$ cat config.mk
export PLATFORM = sky130hd
export DESIGN_NAME = stereo_min_max_column_envelope_unit
export DESIGN_NICKNAME = d
export VERILOG_FILES = /design/src/hdl/smmce_pkg.sv /design/src/hdl/stereo_min_max_column_envelope_unit.sv /design/src/hdl/smmce_front.sv /design/src/hdl/smmce_queue.sv /design/src/hdl/smmce_back.sv
export SDC_FILE = /design/constraint.sdc
export NUM_CORES = 2
export LEC_CHECK = 0
export ABC_AREA = 0
export BUFFER_PORTS_ARGS = -buffer_cell sky130_fd_sc_hd__buf_2
export CAP_MARGIN = 25
export CORE_MARGIN = 1
export CORE_UTILIZATION = 59
export DETAILED_ROUTE_END_ITERATION = 8
export GPL_TIMING_DRIVEN = 0
export PLACE_DENSITY_LB_ADDON = 0.12
export SETUP_SLACK_MARGIN = 0.2
export SYNTH_ARGS = -nofsm -noshare
export SYNTH_HDL_FRONTEND = slang
export SYNTH_SLANG_ARGS = --single-unit
$ cat constraint.sdc
create_clock -name i_clk -period 8.1 [get_ports i_clk]
set_input_delay 2.025 -clock i_clk [delete_from_list [all_inputs] [get_ports i_clk]]
set_output_delay 2.025 -clock i_clk [all_outputs]
set_load 0.005 [all_outputs]
$ cat src/hdl/smmce_pkg.sv
// Shared constants and types for the stereo min/max column envelope unit
package smmce_pkg;

    localparam int EDGE_MARGIN = 4;

    localparam int SAMPLE_W  = 16;
    localparam int COL_W     = 16;
    localparam int ROW_W     = 13;
    localparam int PPC_W     = 16;
    localparam int LANE_W    = 13;
    localparam int CFG_W     = 16;
    localparam int CFG_IDX_W = 1;

    localparam int SHIFT   = 15;
    localparam int HALF_W  = LANE_W - 1;
    localparam int MID_W   = HALF_W + 1;
    localparam int PROD_W  = SAMPLE_W + HALF_W + 1;
    localparam int V_W     = PROD_W + 2;
    localparam int RC_W    = V_W - 1 - SHIFT;
    localparam int NPEAK   = 4;

    localparam int QUEUE_DEPTH = 4;
    localparam int QPTR_W      = 2;
    localparam int QCNT_W      = 3;

    localparam logic [CFG_IDX_W-1:0] CFG_PPC  = 1'b0;
    localparam logic [CFG_IDX_W-1:0] CFG_LANE = 1'b1;

    localparam logic [PPC_W-1:0]  PPC_RESET  = 16'd1024;
    localparam logic [LANE_W-1:0] LANE_RESET = 13'd256;

    // peak order: left high, left low, right high, right low
    localparam int PK_LHI = 0;
    localparam int PK_LLO = 1;
    localparam int PK_RHI = 2;
    localparam int PK_RLO = 3;

    typedef struct packed {
        logic [COL_W-1:0]                   column;
        logic [NPEAK-1:0][SAMPLE_W-1:0]     peak;
    } t_snap;

    typedef struct packed {
        logic full;
        logic empty;
    } t_qstat;

endpackage

$ cat src/hdl/stereo_min_max_column_envelope_unit.sv
// Stereo min/max column envelope unit: top level with configuration registers
//
// Takes one interleaved stereo sample (left, then right) per clock, unless
// o_stall is high, and folds it into per-channel peak max/min registers, so the
// input side sustains one sample per cycle while not stalled. When a column
// completes, its column number and four peaks go into a four-entry queue; the
// back end turns each entry into four clamped bar rows through a two-stage
// pipeline (scale multiply, then offset, shift and clamp) and holds the result
// in an output register. A completed column passes from the queue through the
// product register into the output register. The back end drains one column
// per cycle while the output is not stalled, so the input stalls only when the
// output is held off long enough to fill the queue. Configuration writes take
// effect on the next cycle and are meant for when the unit is idle.
module stereo_min_max_column_envelope_unit (
    input  logic                                   i_clk,
    input  logic                                   i_rst_n,
    input  logic                                   i_cfg_we,
    input  logic [smmce_pkg::CFG_IDX_W-1:0]        i_cfg_idx,
    input  logic [smmce_pkg::CFG_W-1:0]            i_cfg_data,
    input  logic                                   i_valid,
    input  logic signed [smmce_pkg::SAMPLE_W-1:0]  i_sample,
    output logic                                   o_stall,
    output logic                                   o_valid,
    input  logic                                   i_stall,
    output logic [smmce_pkg::COL_W-1:0]            o_column,
    output logic [smmce_pkg::ROW_W-1:0]            o_left_top_row,
    output logic [smmce_pkg::ROW_W-1:0]            o_left_bottom_row,
    output logic [smmce_pkg::ROW_W-1:0]            o_right_top_row,
    output logic [smmce_pkg::ROW_W-1:0]            o_right_bottom_row
);

    logic [smmce_pkg::PPC_W-1:0]  r_ppc;
    logic [smmce_pkg::LANE_W-1:0] r_lane;
    logic                         w_push;
    logic                         w_pop;
    smmce_pkg::t_snap             w_snap;
    smmce_pkg::t_snap             w_head;
    smmce_pkg::t_qstat            w_qstat;

    always_ff @(posedge i_clk) begin
        if (!i_rst_n) begin
            r_ppc  <= smmce_pkg::PPC_RESET;
            r_lane <= smmce_pkg::LANE_RESET;
        end else if (i_cfg_we) begin
            case (i_cfg_idx)
                smmce_pkg::CFG_PPC: begin
                    r_ppc <= i_cfg_data[smmce_pkg::PPC_W-1:0];
                end
                smmce_pkg::CFG_LANE: begin
                    r_lane <= i_cfg_data[smmce_pkg::LANE_W-1:0];
                end
                default: begin
                end
            endcase
        end
    end

    smmce_front u_front (
        .i_clk    (i_clk),
        .i_rst_n  (i_rst_n),
        .i_valid  (i_valid),
        .i_sample (i_sample),
        .o_stall  (o_stall),
        .i_ppc    (r_ppc),
        .i_qstat  (w_qstat),
        .o_push   (w_push),
        .o_snap   (w_snap)
    );

    smmce_queue u_queue (
        .i_clk   (i_clk),
        .i_rst_n (i_rst_n),
        .i_push  (w_push),
        .i_snap  (w_snap),
        .i_pop   (w_pop),
        .o_head  (w_head),
        .o_qstat (w_qstat)
    );

    smmce_back u_back (
        .i_clk              (i_clk),
        .i_rst_n            (i_rst_n),
        .i_lane             (r_lane),
        .i_head             (w_head),
        .i_qstat            (w_qstat),
        .o_pop              (w_pop),
        .o_valid            (o_valid),
        .i_stall            (i_stall),
        .o_column           (o_column),
        .o_left_top_row     (o_left_top_row),
        .o_left_bottom_row  (o_left_bottom_row),
        .o_right_top_row    (o_right_top_row),
        .o_right_bottom_row (o_right_bottom_row)
    );

endmodule

$ cat src/hdl/smmce_front.sv
// Front end: sample intake, peak folding and column completion
module smmce_front (
    input  logic                          i_clk,
    input  logic                          i_rst_n,
    input  logic                          i_valid,
    input  logic signed [smmce_pkg::SAMPLE_W-1:0] i_sample,
    output logic                          o_stall,
    input  logic [smmce_pkg::PPC_W-1:0]   i_ppc,
    input  smmce_pkg::t_qstat             i_qstat,
    output logic                          o_push,
    output smmce_pkg::t_snap              o_snap
);

    logic signed [smmce_pkg::SAMPLE_W-1:0] r_lhi, r_llo, r_rhi, r_rlo;
    logic signed [smmce_pkg::SAMPLE_W-1:0] n_lhi, n_llo, n_rhi, n_rlo;
    logic [smmce_pkg::PPC_W-1:0]           r_pc, n_pc;
    logic [smmce_pkg::COL_W-1:0]           r_col, n_col;
    logic                                  r_phase, n_phase;
    logic                                  w_acc;
    logic                                  w_done;

    assign o_stall = i_qstat.full;
    assign w_acc   = i_valid && !i_qstat.full;

    always_comb begin
        n_lhi   = r_lhi;
        n_llo   = r_llo;
        n_rhi   = r_rhi;
        n_rlo   = r_rlo;
        n_pc    = r_pc;
        n_col   = r_col;
        n_phase = r_phase;
        w_done  = 1'b0;
        if (w_acc) begin
            if (!r_phase) begin
                if (i_sample > r_lhi) begin
                    n_lhi = i_sample;
                end else if (i_sample < r_llo) begin
                    n_llo = i_sample;
                end
                n_phase = 1'b1;
            end else begin
                if (i_sample > r_rhi) begin
                    n_rhi = i_sample;
                end else if (i_sample < r_rlo) begin
                    n_rlo = i_sample;
                end
                n_phase = 1'b0;
                n_pc    = r_pc + 1'b1;
            end
            w_done = (n_pc >= i_ppc);
        end
        o_snap.column                  = r_col;
        o_snap.peak[smmce_pkg::PK_LHI] = n_lhi;
        o_snap.peak[smmce_pkg::PK_LLO] = n_llo;
        o_snap.peak[smmce_pkg::PK_RHI] = n_rhi;
        o_snap.peak[smmce_pkg::PK_RLO] = n_rlo;
        if (w_done) begin
            n_lhi = '0;
            n_llo = '0;
            n_rhi = '0;
            n_rlo = '0;
            n_pc  = '0;
            n_col = r_col + 1'b1;
        end
    end

    assign o_push = w_done;

    always_ff @(posedge i_clk) begin
        if (!i_rst_n) begin
            r_lhi   <= '0;
            r_llo   <= '0;
            r_rhi   <= '0;
            r_rlo   <= '0;
            r_pc    <= '0;
            r_col   <= '0;
            r_phase <= 1'b0;
        end else begin
            r_lhi   <= n_lhi;
            r_llo   <= n_llo;
            r_rhi   <= n_rhi;
            r_rlo   <= n_rlo;
            r_pc    <= n_pc;
            r_col   <= n_col;
            r_phase <= n_phase;
        end
    end

endmodule

$ cat src/hdl/smmce_queue.sv
// Short queue of finished column snapshots between front and back end
module smmce_queue (
    input  logic              i_clk,
    input  logic              i_rst_n,
    input  logic              i_push,
    input  smmce_pkg::t_snap  i_snap,
    input  logic              i_pop,
    output smmce_pkg::t_snap  o_head,
    output smmce_pkg::t_qstat o_qstat
);

    smmce_pkg::t_snap               r_mem [smmce_pkg::QUEUE_DEPTH];
    logic [smmce_pkg::QPTR_W-1:0]   r_wp, r_rp;
    logic [smmce_pkg::QCNT_W-1:0]   r_cnt;
    logic                           w_push, w_pop;

    assign o_qstat.full  = (r_cnt == smmce_pkg::QCNT_W'(smmce_pkg::QUEUE_DEPTH));
    assign o_qstat.empty = (r_cnt == '0);
    assign o_head        = r_mem[r_rp];

    assign w_push = i_push && !o_qstat.full;
    assign w_pop  = i_pop && !o_qstat.empty;

    always_ff @(posedge i_clk) begin
        if (w_push) begin
            r_mem[r_wp] <= i_snap;
        end
    end

    always_ff @(posedge i_clk) begin
        if (!i_rst_n) begin
            r_wp  <= '0;
            r_rp  <= '0;
            r_cnt <= '0;
        end else begin
            if (w_push) begin
                r_wp <= r_wp + 1'b1;
            end
            if (w_pop) begin
                r_rp <= r_rp + 1'b1;
            end
            if (w_push && !w_pop) begin
                r_cnt <= r_cnt + 1'b1;
            end else if (w_pop && !w_push) begin
                r_cnt <= r_cnt - 1'b1;
            end
        end
    end

endmodule

$ cat src/hdl/smmce_back.sv
// Back end: scale the four peaks, convert to clamped rows, hold the result
module smmce_back (
    input  logic                            i_clk,
    input  logic                            i_rst_n,
    input  logic [smmce_pkg::LANE_W-1:0]    i_lane,
    input  smmce_pkg::t_snap                i_head,
    input  smmce_pkg::t_qstat               i_qstat,
    output logic                            o_pop,
    output logic                            o_valid,
    input  logic                            i_stall,
    output logic [smmce_pkg::COL_W-1:0]     o_column,
    output logic [smmce_pkg::ROW_W-1:0]     o_left_top_row,
    output logic [smmce_pkg::ROW_W-1:0]     o_left_bottom_row,
    output logic [smmce_pkg::ROW_W-1:0]     o_right_top_row,
    output logic [smmce_pkg::ROW_W-1:0]     o_right_bottom_row
);

    logic                                   w_en;
    logic [smmce_pkg::HALF_W-1:0]           w_half;
    logic [smmce_pkg::MID_W-1:0]            w_mid;
    logic [smmce_pkg::RC_W-1:0]             w_span;
    logic [smmce_pkg::RC_W-1:0]             w_limit;
    logic [smmce_pkg::ROW_W-1:0]            w_row [smmce_pkg::NPEAK];

    logic                                   r_v1;
    logic [smmce_pkg::COL_W-1:0]            r_col1;
    logic signed [smmce_pkg::PROD_W-1:0]    r_prod [smmce_pkg::NPEAK];
    logic                                   r_ov;

    assign w_en    = !r_ov || !i_stall;
    assign o_pop   = w_en && !i_qstat.empty;
    assign o_valid = r_ov;

    assign w_half = i_lane[smmce_pkg::LANE_W-1:1];
    assign w_mid  = smmce_pkg::MID_W'(w_half) + smmce_pkg::MID_W'(smmce_pkg::EDGE_MARGIN);
    assign w_span = smmce_pkg::RC_W'(i_lane) + smmce_pkg::RC_W'(2 * smmce_pkg::EDGE_MARGIN);

    always_comb begin
        if (w_span == '0) begin
            w_limit = '0;
        end else if (w_span - 1'b1 > smmce_pkg::RC_W'((2 ** smmce_pkg::ROW_W) - 1)) begin
            w_limit = smmce_pkg::RC_W'((2 ** smmce_pkg::ROW_W) - 1);
        end else begin
            w_limit = w_span - 1'b1;
        end
    end

    always_comb begin
        logic signed [smmce_pkg::V_W-1:0] v;
        logic [smmce_pkg::RC_W-1:0]       rc;
        for (int k = 0; k < smmce_pkg::NPEAK; k++) begin
            v = $signed({{(smmce_pkg::V_W - smmce_pkg::MID_W - smmce_pkg::SHIFT){1'b0}},
                         w_mid, {smmce_pkg::SHIFT{1'b0}}})
                - $signed({{(smmce_pkg::V_W - smmce_pkg::PROD_W){r_prod[k][smmce_pkg::PROD_W-1]}},
                           r_prod[k]});
            rc = v[smmce_pkg::SHIFT +: smmce_pkg::RC_W];
            if (v[smmce_pkg::V_W-1]) begin
                w_row[k] = '0;
            end else if (rc > w_limit) begin
                w_row[k] = w_limit[smmce_pkg::ROW_W-1:0];
            end else begin
                w_row[k] = rc[smmce_pkg::ROW_W-1:0];
            end
        end
    end

    always_ff @(posedge i_clk) begin
        if (w_en) begin
            r_col1 <= i_head.column;
            for (int k = 0; k < smmce_pkg::NPEAK; k++) begin
                r_prod[k] <= smmce_pkg::PROD_W'($signed(i_head.peak[k])
                                                * $signed({1'b0, w_half}));
            end
            o_column           <= r_col1;
            o_left_top_row     <= w_row[smmce_pkg::PK_LHI];
            o_left_bottom_row  <= w_row[smmce_pkg::PK_LLO];
            o_right_top_row    <= w_row[smmce_pkg::PK_RHI];
            o_right_bottom_row <= w_row[smmce_pkg::PK_RLO];
        end
    end

    always_ff @(posedge i_clk) begin
        if (!i_rst_n) begin
            r_v1 <= 1'b0;
            r_ov <= 1'b0;
        end else if (w_en) begin
            r_v1 <= !i_qstat.empty;
            r_ov <= r_v1;
        end
    end

endmodule

# Yosys cells after proc, flatten, opt, wreduce, memory -nomap -nowiden

Memories as Yosys holds them, arrays and structs flattened. A register that Yosys moved wholly into a read port is not among the register bits.
Index checks and enable logic that the tools add are counted.

Word-level logic and storage cells: 103
Output and inout bits: 70
Bits of input ports: 38
RAM bits: 436
Register bits: 219
Memories kept: 2

Memories:

| name          | words | width | read ports | clocked after Yosys merged registers in | wr ports | line              | RTL |
|---|---|---|---|---|---|---|---|
| u_queue.r_mem | 4     | 80    | 1          | 1                                       | 1        | smmce_queue.sv:12 | `smmce_pkg::t_snap r_mem [smmce_pkg::QUEUE_DEPTH];` |
| u_back.r_prod | 4     | 29    | 4          | 0                                       | 4        | smmce_back.sv:27  | `logic signed [smmce_pkg::PROD_W-1:0] r_prod [smmce_pkg::NPEAK];` |

Add/subtract/negate cells: 13
Muxes and demuxes: 32
Equality and inequality tests: 1
Reduce and logical (&&, ||, !) cells: 19
$lt $le $gt $ge: 10
Bitwise gates (word level): 2
Multiply operators: 4

Operators with widths:

| kind                    | number |
|---|---|
| $mux W16                | 16 |
| $sub A29 B29 Y30        | 4 |
| $mul A16 B13 Y29        | 4 |
| $gt A15 B15 Y1          | 4 |
| $mux W13                | 4 |
| $add A16 B1 Y16 const B | 2 |
| $gt A16 B16 Y1          | 2 |
| $lt A16 B16 Y1          | 2 |
| $mux W15                | 2 |
| $ge A16 B16 Y1          | 1 |
| $gt A15 B13 Y1 const B  | 1 |
| $logic_not A15 Y1       | 1 |
| $sub A15 B1 Y15 const B | 1 |
| $add A13 B4 Y14 const B | 1 |
| $add A12 B3 Y13 const B | 1 |
| $logic_and A1 B1 Y1     | 6 |
| $logic_not A1 Y1        | 6 |
| $mux W1                 | 6 |
| $mux W3                 | 2 |
| $add A2 B1 Y2 const B   | 2 |
| $mux W2                 | 2 |
| $reduce_and A2 Y1       | 2 |
| $add A3 B1 Y3 const B   | 1 |
| $eq A3 B3 Y1 const B    | 1 |
| 6 further kinds         | 7 |

# Depth between registers and ports, before layout

Depth after elaboration: 11
Mapped depth: 28

# Cells and area by module

From an unflattened synthesis, not the netlist that was laid out.

Cell total of the unflattened synthesis: 5504
Area total of the unflattened synthesis: 59628.4 um^2

Modules (own cells, without submodules):

| module                              | cells an instance | times used | area an instance (um^2) |
|---|---|---|---|
| smmce_back                          | 4183              | 1          | 39899.5 |
| smmce_queue                         | 466               | 1          | 12109.1 |
| smmce_front                         | 739               | 1          | 6477.5 |
| stereo_min_max_column_envelope_unit | 116               | 1          | 1142.3 |

# Least setup slack after synthesis

Ideal clock, no wire load.

Path type: input -> register
Start point: input port i_stall
End point: register u_queue.r_cnt[2] in the netlist's numbering
Data arrival time: 8.329 ns
Required time: 8.024 ns
Cell stages on the path: 8
Slack: -0.304 ns
Cell sequence: nand2_1 -> o31ai_1 -> ha_1 -> inv_1 -> fa_1 -> xor2_1 -> or3_1 -> a21boi_0

Longest elaborated chain between the ends: 7
Elaborated cells between the ends (all ways): 9
Classes of those cells: mux: 1; reduce/logical: 8

RTL lines:

| element                                       | line                                      | RTL |
|---|---|---|
| from (decl)                                   | stereo_min_max_column_envelope_unit.sv:24 | `input logic i_stall,` |
| $logic_not A1 Y1 *                            | smmce_back.sv:30                          | `assign w_en = !r_ov \|\| !i_stall;` |
| $logic_or A1 B1 Y1 *                          | smmce_back.sv:30                          |  |
| $logic_and A1 B1 Y1 *                         | smmce_back.sv:31                          | `assign o_pop = w_en && !i_qstat.empty;` |
| $logic_and A1 B1 Y1 *                         | smmce_queue.sv:22                         | `assign w_pop = i_pop && !o_qstat.empty;` |
| $logic_not A1 Y1                              | smmce_queue.sv:42                         | `if (w_push && !w_pop) begin` |
| $logic_and A1 B1 Y1                           | smmce_queue.sv:42                         |  |
| $mux W3 or $reduce_bool A2 Y1 (tied branches) | -                                         |  |
| to (signal assigned)                          | smmce_queue.sv:43                         | `r_cnt <= r_cnt + 1'b1;` |
| to (signal assigned)                          | smmce_queue.sv:45                         | `r_cnt <= r_cnt - 1'b1;` |
| to (decl)                                     | smmce_queue.sv:14                         | `logic [smmce_pkg::QCNT_W-1:0] r_cnt;` |

Every way passes the cells marked *; elsewhere a longest branch is shown, timed or not.
A chain may end at the register's enable or synchronous reset.

==> impl_results.md <==
* Seq cells post-synth at 657
* Share of async-settable or async-resettable flops after synthesis at 0%
* Overall routed net length at 164 mm
* Total die area at 0.103 mm2
* Worst setup skew after layout at 0.0381 ns
* Setup violations, final at 0
* Most instantiated flip-flop cell in the synthesis netlist: sky130_fd_sc_hd__edfxtp_1
* Highest fanout seen on the critical path at 10
* Final antenna-violating net count at 0
* Area growth from synthesis to final layout at 8.93%
* Synth Area per Inst at 10.5 um2
* Antenna violations before repair at 4
* Total gr overflow at 0
* Number of cells in the finished layout apart from fillers at 7357
* Setup Crit Path Kind: reg2reg
* I/O pins at 108
* Top flop regs: u_queue.r_mem (320), u_back.r_prod (116)
* Max capacitance violation total at 0
* Number of warnings issued by yosys at 0
* Slew at the pin with the worst max-slew slack at 1.18 ns
* Worst vdd rail ir drop at 216 uV
* Iteration-0 DRC count of the detailed router at 3519
* Final net count at 7109
* Portion of the clock cycle consumed by the worst path in the final layout at 96.2%
* Leading cell type in the layout, fill and taps excluded: sky130_fd_sc_hd__inv_1
* Global placement routability congestion at 0.965
* Total half-perimeter wirelength after legalization and detailed placement at 130 mm
* Register ranked first by flip-flop count: u_queue.r_mem
* Clock root buffer: sky130_fd_sc_hd__clkbuf_16
* Slowest stage cell on the critical path: sky130_fd_sc_hd__clkbuf_1
* Category of the worst setup path capture point: flip-flop
* HP Class: reg2reg
* CP required at 8.49 ns
* Maximum single-stage delay on the critical path at 0.64 ns
* EDFF count, synth at 520
* Clock latency reported for the late side of the worst-skew pair at 0.67 ns
* Net switching power of the design at 9560 uW
* Clock sink total at 657
* Mapped cell area at 0.0599 mm2
* Number of buffers inserted for hold repair after clock tree synthesis at 0
* Global-route wire length before repair at 252 mm
* Worst Setup Start Kind: flip-flop
* Routed vias/inst at 5.63
* Worst endpoint data arrival time at 8.18 ns
* Share of total power in the clock network at 15.7%
* Die X at 321 um
* Clock buffer count from CTS at 72
* TritonCTS clock tree: yes
* Largest buffer count on any clock path at 3
* Most used cells in the layout excluding fill and tap cells: 1124 x sky130_fd_sc_hd__inv_1, 713 x sky130_fd_sc_hd__fa_1, 610 x sky130_fd_sc_hd__nand2_1, 520 x sky130_fd_sc_hd__edfxtp_1, 419 x sky130_fd_sc_hd__ha_1
* Height of the die at 321 um
* Minimum clock period after layout at 7.79 ns
* Overall Power at 21300 uW
* First drt pass iteration count at 6
* Clock transition at the registers of the reported paths at 0.06 ns
* Effective utilization at floorplan at 59.7%
* Max-slew headroom at the worst pin at 21.5%
* DR WL/cell at 22.3 um
* Register area share after synthesis at 30.7%
* Total power per unit cell area at 326 mW/mm2
* Maximum level of the CTS H-tree at 3
* Run status: finished, final reports clean
* GRT Util Overall at 32.9%
* Final-report hold violation count at 0
* Via count of the first global-routing pass at 42500
* Cell count after synthesis at 5728
* RSZ-0062 raised after global routing: true
* Std-Cell Rows at 116
* Cell repeated most along the worst path: sky130_fd_sc_hd__fa_1
* Number of max-slew violations in the final report at 0
* Count of port buffers added during placement at 107
* Post-detailed-route DRC marker count at 0
* Vias at 41400
* Cell-internal power at 11700 uW
* Fraction of power spent switching nets at 44.9%
* Floorplan core area at 0.100 mm2
* Combinational cell fraction of total power at 61.3%
* Ratio of cells with drive above 1 in the final layout at 8.47%
* Distinct cells, synth at 107
* Max FFs per register at 320
* Highest achievable clock rate at 0.128 GHz
* Sequential power share at 23.0%
* Leakage Power at 0.0296 uW
* Number of cells after detailed placement at 7221
* Maximum number of pins on one net before global-route repair at 74
-- metal layers --
layer  vias to the layer above  part of all wire (%)  global-route usage [%]
met4                         0                   5.0                    14.4
met2                      1575                    46                    52.6
met3                       340                   7.9                    5.71
li1                      18800                     -                       -
met5                         -                     0                       0
met1                     20700                    41                    44.3
-- power by group through the flow --
stage          combinational (uW)  clock, uW  sequential, uW
6_report                    13100       3340            4890
5_1_grt                     14500       3510            4940
4_1_cts                     12900       3400            4900
3_5_place_dp                12700          0            4960
3_3_place_gp                12500          0            4980
2_1_floorplan                9070          0            4910
-- kinds of logic (layout without fill, tap and decap cells) --
logic type,Yosys count,after routing,synth area share [%]
muxes,157,157,4.40
AOI/OAI and AO/OA,569,569,6.54
xor gates and xnor gates,266,266,4.00
buffers and inverters,1373,1635,8.70
other,1,11,0.00626
DFF,657,657,30.7
and+or+nand+nor,1560,1560,12.9
adders and majority gates,1145,1145,32.8
-- what timing repair did --
| item | CTS | global route |
|---|---|---|
| setup buffers | 1 | 2 |
| resized for setup | 39 | 59 |
| pin swaps | 1 | 3 |
| endpoints found under the setup margin | 35 | 17 |
| cloned | 0 | 0 |
-- area by class of cell --
type / instances / area [um2]
Sequential cell: 657 / 18400
Clock buffer: 92 / 1940
Antenna cell: 3 / 7.51
Fill cell: 7996 / 35100
Timing Repair Buffer: 132 / 1010
Multi-Input combinational cell: 3705 / 36500
Inverter: 1130 / 4240
Tap cell: 1357 / 1700
Clock inverter: 40 / 458
Buffer: 241 / 1020
-- path summary, 6_finish.rpt --
kind                                        start                    to  slack [ns]  cells after the start
worst min register to register  u_back.r_col1[14]   u_back.o_column[14]        0.42                      0
worst max-delay path                    r_lane[7]  u_back.r_prod[2][27]        0.31                     27
worst min-delay path            u_back.r_col1[14]   u_back.o_column[14]        0.42                      0
worst max register to register          r_lane[7]  u_back.r_prod[2][27]        0.31                     27
-- worst max-delay path, delay by kind of cell (launching register included) --
kind                     cells  cell delay, ns
adder cells (fa/ha/maj)      6            2.89
XOR/XNOR                     1            0.25
buffers and inverters       10            2.17
AND/OR/NAND/NOR              1            0.15
flip-flops                   1            0.36
AO/OA/AOI/OAI                9            1.69
-- stage by stage --
stage               util, %  worst slack, ns  setup TNS (ns)  instance area [um2]  hold slack, ns
finish                 65.0            0.311               0                65200           0.419
global route           65.0           0.0725               0                65200           0.431
CTS                    64.9           0.0484               0                65100           0.418
detailed placement     62.4            -1.26          -10.56                62600           0.405
global placement       62.0            -1.34          -11.99                62100           0.400
floorplan                 -            0.691               0                59900           0.400
-- cell usage after synthesis, drive strengths merged, types with 36 or more instances --
| cell type | number | area [um2] |
|---|---|---|
| xnor2 | 193 | 1710 |
| o21ai | 91 | 482 |
| inv | 1130 | 4240 |
| nor3 | 67 | 340 |
| dfxtp | 137 | 2740 |
| buf | 36 | 189 |
| nand3 | 79 | 400 |
| a21oi | 150 | 766 |
| nor2 | 180 | 676 |
| nand2 | 611 | 2290 |
| o21a | 36 | 272 |
| clkbuf | 207 | 777 |
| a21boi | 38 | 285 |
| xor2 | 71 | 644 |
| ha | 419 | 5240 |
| and2 | 374 | 2340 |
| mux2 | 50 | 563 |
| a21o | 67 | 503 |
| nor2b | 73 | 457 |
| mux4 | 80 | 1800 |
| edfxtp | 520 | 15600 |
| fa | 713 | 14300 |
No activity file was read; power rests on OpenSTA's default activity.
